`config.mk`:
```
export PLATFORM = sky130hd
export DESIGN_NAME = block_reverse_groups_of_k
export DESIGN_NICKNAME = d
export VERILOG_FILES = /design/src/rbg_pkg.sv /design/src/rbg_cell.sv /design/src/rbg_ctrl.sv /design/src/block_reverse_groups_of_k.sv
export SDC_FILE = /design/constraint.sdc
export NUM_CORES = 1
export LEC_CHECK = 0
export BUFFER_PORTS_ARGS = -buffer_cell sky130_fd_sc_hd__buf_2
export CAP_MARGIN = 20
export CORE_MARGIN = 4
export CORE_UTILIZATION = 65
export DETAILED_ROUTE_END_ITERATION = 8
export HOLD_SLACK_MARGIN = 0.06
export PLACE_DENSITY_LB_ADDON = 0.25
export SETUP_SLACK_MARGIN = 0.4
export SYNTH_ARGS = -nofsm -noshare
export SYNTH_HDL_FRONTEND = slang
export SYNTH_HIERARCHICAL = 1
export SYNTH_SLANG_ARGS = --single-unit
```
`constraint.sdc`:
```
create_clock -name i_clk -period 9.6 [get_ports i_clk]
set_input_delay 1.92 -clock i_clk [delete_from_list [all_inputs] [get_ports i_clk]]
set_output_delay 1.92 -clock i_clk [all_outputs]
set_load 0.05 [all_outputs]
```
`src/rbg_pkg.sv`:
```
// ----------------------------------------------------------------------------
// rbg_pkg: shared types for the group-reversal block
// Word payload structs, chain control struct and controller states.
// ----------------------------------------------------------------------------
package rbg_pkg;

    localparam int CFG_W = 5;
    localparam logic [CFG_W-1:0] GROUP_SIZE_RESET = CFG_W'(1);

    typedef logic signed [31:0] t_word;

    typedef struct packed {
        t_word word_value;
        logic  stream_last;
    } t_in_word;

    typedef struct packed {
        t_word out_value;
        logic  run_last;
        logic  stream_done;
    } t_out_word;

    // shift_up moves every word one cell away from the head,
    // shift_down moves every word one cell toward the head
    typedef struct packed {
        logic shift_up;
        logic shift_down;
    } t_chain_ctl;

    typedef enum logic [1:0] {
        ST_IDLE,
        ST_ALIGN,
        ST_REV,
        ST_FWD
    } t_state;

endpackage

```
`src/rbg_cell.sv`:
```
// ----------------------------------------------------------------------------
// rbg_cell: one storage cell of the word chain
// Holds one word and takes its neighbor's word on a shift in either direction.
// ----------------------------------------------------------------------------
module rbg_cell
    import rbg_pkg::*;
(
    input  logic       i_clk,
    input  t_chain_ctl i_ctl,
    input  t_word      i_from_low,
    input  t_word      i_from_high,
    output t_word      o_word
);

    t_word r_word;
    t_word n_word;

    // pick the neighbor that moves in, else hold
    always_comb begin
        n_word = r_word;
        if (i_ctl.shift_up) begin
            n_word = i_from_low;
        end else if (i_ctl.shift_down) begin
            n_word = i_from_high;
        end
    end

    always_ff @(posedge i_clk) begin
        r_word <= n_word;
    end

    assign o_word = r_word;

endmodule

```
`src/rbg_ctrl.sv`:
```
// ----------------------------------------------------------------------------
// rbg_ctrl: sequencer for the group-reversal chain
// Counts held words, steers the chain and drives the output register.
// ----------------------------------------------------------------------------
module rbg_ctrl
    import rbg_pkg::*;
#(
    parameter int MAX_GROUP = 16
) (
    input  logic             i_clk,
    input  logic             i_rst_n,
    input  logic             i_in_valid,
    output logic             o_in_stall,
    input  t_in_word         i_in,
    output logic             o_out_valid,
    input  logic             i_out_stall,
    output t_out_word        o_out,
    input  logic             i_cfg_valid,
    output logic             o_cfg_ready,
    input  logic [CFG_W-1:0] i_cfg_data,
    input  t_word            i_head,
    input  t_word            i_tail,
    output t_chain_ctl       o_ctl
);

    localparam int KW = $clog2(MAX_GROUP + 1);

    t_state           r_state, n_state;
    logic [CFG_W-1:0] r_group_size;
    logic [KW-1:0]    r_held, n_held;
    logic [KW-1:0]    r_left, n_left;
    logic [KW-1:0]    r_align, n_align;
    logic             r_last, n_last;
    logic             r_out_valid, n_out_valid;
    t_out_word        r_out, n_out;

    logic [KW-1:0]    k_eff;
    logic [KW-1:0]    hold_next;
    logic             can_load;

    // clamp the group size into 1..MAX_GROUP
    always_comb begin
        if (r_group_size == '0) begin
            k_eff = KW'(1);
        end else if (r_group_size > MAX_GROUP) begin
            k_eff = KW'(MAX_GROUP);
        end else begin
            k_eff = KW'(r_group_size);
        end
    end

    assign hold_next = r_held + KW'(1);
    assign can_load  = !r_out_valid || !i_out_stall;

    // next state, chain control and output load
    always_comb begin
        n_state     = r_state;
        n_held      = r_held;
        n_left      = r_left;
        n_align     = r_align;
        n_last      = r_last;
        n_out       = r_out;
        n_out_valid = r_out_valid && i_out_stall;
        o_ctl       = '0;
        case (r_state)
            ST_IDLE: begin
                if (i_in_valid) begin
                    o_ctl.shift_up = 1'b1;
                    if (hold_next >= k_eff) begin
                        n_left  = hold_next;
                        n_held  = '0;
                        n_last  = i_in.stream_last;
                        n_state = ST_REV;
                    end else if (i_in.stream_last) begin
                        // short final group: slide oldest word to the tail first
                        n_left  = hold_next;
                        n_held  = '0;
                        n_last  = 1'b1;
                        n_align = KW'(MAX_GROUP) - hold_next;
                        n_state = ST_ALIGN;
                    end else begin
                        n_held = hold_next;
                    end
                end
            end
            ST_ALIGN: begin
                o_ctl.shift_up = 1'b1;
                n_align = r_align - KW'(1);
                if (r_align == KW'(1)) begin
                    n_state = ST_FWD;
                end
            end
            ST_REV: begin
                if (can_load) begin
                    o_ctl.shift_down  = 1'b1;
                    n_out_valid       = 1'b1;
                    n_out.out_value   = i_head;
                    n_out.run_last    = (r_left == KW'(1));
                    n_out.stream_done = (r_left == KW'(1)) && r_last;
                    n_left            = r_left - KW'(1);
                    if (r_left == KW'(1)) begin
                        n_state = ST_IDLE;
                    end
                end
            end
            ST_FWD: begin
                if (can_load) begin
                    o_ctl.shift_up    = 1'b1;
                    n_out_valid       = 1'b1;
                    n_out.out_value   = i_tail;
                    n_out.run_last    = (r_left == KW'(1));
                    n_out.stream_done = (r_left == KW'(1)) && r_last;
                    n_left            = r_left - KW'(1);
                    if (r_left == KW'(1)) begin
                        n_state = ST_IDLE;
                    end
                end
            end
            default: begin
                n_state = ST_IDLE;
            end
        endcase
    end

    // control registers
    always_ff @(posedge i_clk) begin
        if (!i_rst_n) begin
            r_state      <= ST_IDLE;
            r_group_size <= GROUP_SIZE_RESET;
            r_held       <= '0;
            r_left       <= '0;
            r_align      <= '0;
            r_last       <= 1'b0;
            r_out_valid  <= 1'b0;
        end else begin
            r_state     <= n_state;
            r_held      <= n_held;
            r_left      <= n_left;
            r_align     <= n_align;
            r_last      <= n_last;
            r_out_valid <= n_out_valid;
            if (i_cfg_valid) begin
                r_group_size <= i_cfg_data;
            end
        end
    end

    // output word register
    always_ff @(posedge i_clk) begin
        r_out <= n_out;
    end

    assign o_in_stall  = (r_state != ST_IDLE);
    assign o_cfg_ready = 1'b1;
    assign o_out_valid = r_out_valid;
    assign o_out       = r_out;

`ifndef SYNTHESIS
    // count is cleared whenever a group is being drained
    a_held_clear: assert property (@(posedge i_clk) disable iff (!i_rst_n)
        (r_state != ST_IDLE) |-> (r_held == '0))
        else $error("held count not cleared while draining");

    // a partial group never reaches the full depth
    a_held_bound: assert property (@(posedge i_clk) disable iff (!i_rst_n)
        (r_held < KW'(MAX_GROUP)))
        else $error("held count reached buffer depth");

    // draining states always have words left
    a_left_nonzero: assert property (@(posedge i_clk) disable iff (!i_rst_n)
        (r_state == ST_REV || r_state == ST_FWD) |-> (r_left != '0))
        else $error("drain with no words left");

    // last word of a group returns to idle
    a_drain_end: assert property (@(posedge i_clk) disable iff (!i_rst_n)
        ((r_state == ST_REV || r_state == ST_FWD) && can_load && r_left == KW'(1))
        |=> (r_state == ST_IDLE))
        else $error("sequencer did not return to idle");

    // end of stream only on a group's final word
    a_done_last: assert property (@(posedge i_clk) disable iff (!i_rst_n)
        (r_out_valid && r_out.stream_done) |-> r_out.run_last)
        else $error("stream_done without run_last");
`endif

endmodule

```
`src/block_reverse_groups_of_k.sv`:
```
// ----------------------------------------------------------------------------
// block_reverse_groups_of_k: reverse a word stream in groups of k
// Chain of word cells plus sequencer; emits full groups reversed and a
// short final group in arrival order.
// ----------------------------------------------------------------------------
// Words enter one per cycle while no group is complete. Each word shifts
// into the head of a MAX_GROUP-deep chain of cells. When k words are held
// (k = group_size clamped to 1..MAX_GROUP) the input stalls and the group
// drains from the head, newest first, one word per cycle while the output
// is not stalled. When the final word closes a short group of n words, the
// chain first slides toward its tail until the oldest word sits in the tail,
// then drains from the tail in arrival order. The output register stays
// full under downstream stall, which holds the drain. group_size may be
// written at any time the block has no group draining.
module block_reverse_groups_of_k
    import rbg_pkg::*;
#(
    parameter int MAX_GROUP = 16
) (
    input  logic             i_clk,
    input  logic             i_rst_n,
    input  logic             i_in_valid,
    output logic             o_in_stall,
    input  t_in_word         i_in,
    output logic             o_out_valid,
    input  logic             i_out_stall,
    output t_out_word        o_out,
    input  logic             i_cfg_valid,
    output logic             o_cfg_ready,
    input  logic [CFG_W-1:0] i_cfg_data
);

    t_chain_ctl w_ctl;
    t_word      w_cell [MAX_GROUP];

    rbg_ctrl #(
        .MAX_GROUP (MAX_GROUP)
    ) u_ctrl (
        .i_clk       (i_clk),
        .i_rst_n     (i_rst_n),
        .i_in_valid  (i_in_valid),
        .o_in_stall  (o_in_stall),
        .i_in        (i_in),
        .o_out_valid (o_out_valid),
        .i_out_stall (i_out_stall),
        .o_out       (o_out),
        .i_cfg_valid (i_cfg_valid),
        .o_cfg_ready (o_cfg_ready),
        .i_cfg_data  (i_cfg_data),
        .i_head      (w_cell[0]),
        .i_tail      (w_cell[MAX_GROUP-1]),
        .o_ctl       (w_ctl)
    );

    // build the chain; head takes the incoming word, tail holds on a down shift
    for (genvar g = 0; g < MAX_GROUP; g++) begin : g_cell
        t_word w_low;
        t_word w_high;
        if (g == 0) begin : g_head
            assign w_low = i_in.word_value;
        end else begin : g_mid_low
            assign w_low = w_cell[g-1];
        end
        if (g == MAX_GROUP - 1) begin : g_tail
            assign w_high = w_cell[g];
        end else begin : g_mid_high
            assign w_high = w_cell[g+1];
        end
        rbg_cell u_cell (
            .i_clk       (i_clk),
            .i_ctl       (w_ctl),
            .i_from_low  (w_low),
            .i_from_high (w_high),
            .o_word      (w_cell[g])
        );
    end

endmodule
```
==> flow_summary.ini <==
[yosys]
async_flop_share = 0
yosysTopAreaCellShare = 0.605
ys_types = 49
synth_top_family_by_area = multiplexers
ys.flop_type = edfxtp_1
yosys-top-cells-area = edfxtp_1 (61%), mux2_4 (26%), buf_12 (3.5%), mux2_2 (3.3%), dfxtp_1 (1.8%)
syn_avg_cell_area_um2 = 19.7
synth-adder-area-share = 0.00462
synthCells = 1378
ys_ff_latch = 570
synth_xor_area_frac = 0.00226
ys_seq_area_frac = 0.623
yosys_warnings = 6
syn_area_um2 = 27100
synth-compound-area-share = 0.0121
synth_edf_count = 546
synth_fp_nets = 1431
synth.area.mux_share = 0.293
synth_top_area_cell = edfxtp_1
synth-simple-area-share = 0.0180

[clocking]
numCtsBuffers = 56
clock_latency_ps = 600
postCtsHoldBufs = 0
clock_sinks = 570
cts_tree = done
htree_levels = 2
root_buffer = clkbuf_16
clk_pin_slew_worst_paths_ps = 60
ctsResizeCount = 0
clock_path_buffers = 3
cts_setup_buffers = 0

[grt]
grt_pass1_vias = 12500
grt_max_degree = 127
grt_pass1_wl_um = 76400
antenna_found_initial = 0
track_usage = 0.223
grt_overflow = 0

[finish]
area_delta_synth_final_pct = 6.89
regArea_um2 = 16900
final_nets = 1510
drive_gt1_frac = 0.494
fin_cells = 2031
final_core_util = 0.706
diodes = 0
multiInputGateArea_um2 = 8960
nFillCells = 2543

[drt]
via_per_inst = 6.00
dr.first_iter.drc_count = 1171
wl_per_cell_um = 25.1
drc = 0
final_antenna_net_count = 0
via_count = 12200
drt_wl_total_um = 51000
firstDrtPassIters = 4

[setup_path]
start_kind = input port
arrival_ps = 4890
critical_path.cell_chain = buf_2 > nand2_1 > nand2_1 > a21oi_4 > buf_16 > buf_12 > buf_4 > mux2_4
crit_required_ps = 9940
path_max_fanout = 106
worstSetupPathType = in2reg
worstSetupEndpointType = flip-flop
slowest_delay_ps = 860
cp_slowest_cell = buf_4
path_common_cell = nand2_1

[timing]
period_share = 0.473
hold_ws_ps = 479
fin_worst_skew_ps = 21.9
period_needed_ps = 4550
finalSetupViolCount = 0
rsz0062_at_grt = no
worst_slew_pin_slew_ps = 1110
tns_ps = 0
max_clock_freq_mhz = 220
hold_viol = 0
slew_viol_final = 0
worst_slack_ps = 5050
maxSlewHeadroom = 0.262

[die]
coreArea_um2 = 41000
die_area_um2 = 45000
core.rowCount = 74
dieHeight_um = 212
io_pins = 80
initial_core_util = 0.660
die_width_um = 212

[status]
status = finished clean

[place]
place_inst = 1929
port_buffers = 78
place.detailed.hpwl_um = 28100
gp_congestion = 0.797
dpl_worst_slack_ps = 4210

[pwr]
combPwrFrac = 0.247
netSwitchingFraction = 0.260
p_leak_nw = 11.4
clkPwrFrac = 0.248
p_switching_w = 0.00225
vdd_drop_max_uv = 218
seq_power_share = 0.505
p_int_w = 0.00641
p_per_area_nw_per_um2 = 299

[worst_hold_path]
hp-class = reg2reg

[job]
max_cap_violations = 0
-- final timing paths --
check | start | to | slack [ps] | cells after the start
max | i_out_stall | g_cell[15].u_cell/o_word[13] | 5050 | 8
min | u_ctrl/r_align[4] | u_ctrl/r_align[4] | 480 | 2
max reg2reg | u_ctrl/r_state[0] | g_cell[15].u_cell/o_word[13] | 5920 | 6
min reg2reg | u_ctrl/r_align[4] | u_ctrl/r_align[4] | 480 | 2
-- synthesized netlist by cell type, types with 6 or more instances --
master / number
nor2_1: 28
mux2i_1: 7
nand3_1: 6
a211oi_1: 6
mux2_2: 80
inv_1: 12
buf_12: 48
or2_1: 16
edfxtp_1: 546
o21ai_0: 8
buf_6: 17
ha_1: 10
dfxtp_1: 24
buf_2: 7
nor3_1: 7
nand2_1: 25
mux2_4: 464
a21oi_1: 15
clkbuf_1: 6
-- placed cells by master, fill, tap and decap left out, types with 7 or more instances in the layout --
master     Yosys  layout
buf_2          7      78
dfxtp_1       24      24
ha_1          10      10
nand2_1       25      24
buf_4          1      16
or2_2          0      16
clkbuf_1       6      19
clkbuf_16      0      57
mux2i_1        7       7
a21oi_1       15      14
inv_1         12      11
o21ai_0        8       8
clkinv_1       0       8
edfxtp_1     546     546
mux2_4       464     464
nor2_1        28      28
nor3_1         7       7
mux2_2        80      80
-- power groups by stage --
| stage | clock, W | sequential (W) | combinational (W) |
|---|---|---|---|
| 6_report | 0.00214 | 0.00437 | 0.00214 |
| 3_3_place_gp | 0 | 0.00437 | 0.00205 |
| 4_1_cts | 0.00220 | 0.00437 | 0.00214 |
| 3_5_place_dp | 0 | 0.00439 | 0.00212 |
| 2_1_floorplan | 0 | 0.00424 | 0.00183 |
| 5_1_grt | 0.00230 | 0.00446 | 0.00225 |
-- logic make-up (layout without fill, tap and decap cells) --
| group | after synthesis | count (layout) |
|---|---|---|
| flops | 570 | 570 |
| mux | 551 | 551 |
| simple gates | 99 | 99 |
| buf+inv | 91 | 212 |
| compound gates | 49 | 49 |
| fa+ha+maj | 10 | 10 |
| xor+xnor | 7 | 7 |
| other cells | 1 | 1 |
-- per-layer routing --
layer / vias up / wire length (um) / track usage
li1: 5488 / - / -
met1: 6341 / 23500 / 0.329
met2: 300 / 24100 / 0.354
met3: 57 / 2670 / 0.0410
met4: 0 / 802 / 0.0472
met5: - / 0 / 0
-- stage by stage --
stage	total power, W	cell area (um2)
5_1_grt	0.00901	28900
3_3_place_gp	0.00641	27100
2_1_floorplan	0.00607	27100
6_report	0.00866	28900
3_5_place_dp	0.00651	27100
4_1_cts	0.00870	28900
-- registers in the layout, indices dropped and copies added (netlist names) --
register,cells
u_ctrl/o_out,34
u_ctrl/r_group_size,5
u_ctrl/r_state,2
u_ctrl/r_left,5
u_ctrl/r_last,1
u_ctrl/r_align,5
u_ctrl/r_held,5
g_cell.u_cell/o_word,512
u_ctrl/o_out_valid,1
-- cell type report --
class | count | share of cell area
Multi-Input combinational cell | 717 | 0.309
Clock buffer | 79 | 0.0532
Inverter | 12 | 0.00156
Tap cell | 532 | 0.0230
Clock inverter | 21 | 0.00787
Sequential cell | 570 | 0.583
Timing Repair Buffer | 100 | 0.0220
-- critical path: cells and delay by family --
| family | cells | cell delay [ps] |
|---|---|---|
| buffers and inverters | 4 | 1680 |
| AO/OA/AOI/OAI | 1 | 580 |
| multiplexers | 1 | 350 |
| AND/OR/NAND/NOR | 2 | 190 |
Power figures use the tool's default switching activity.
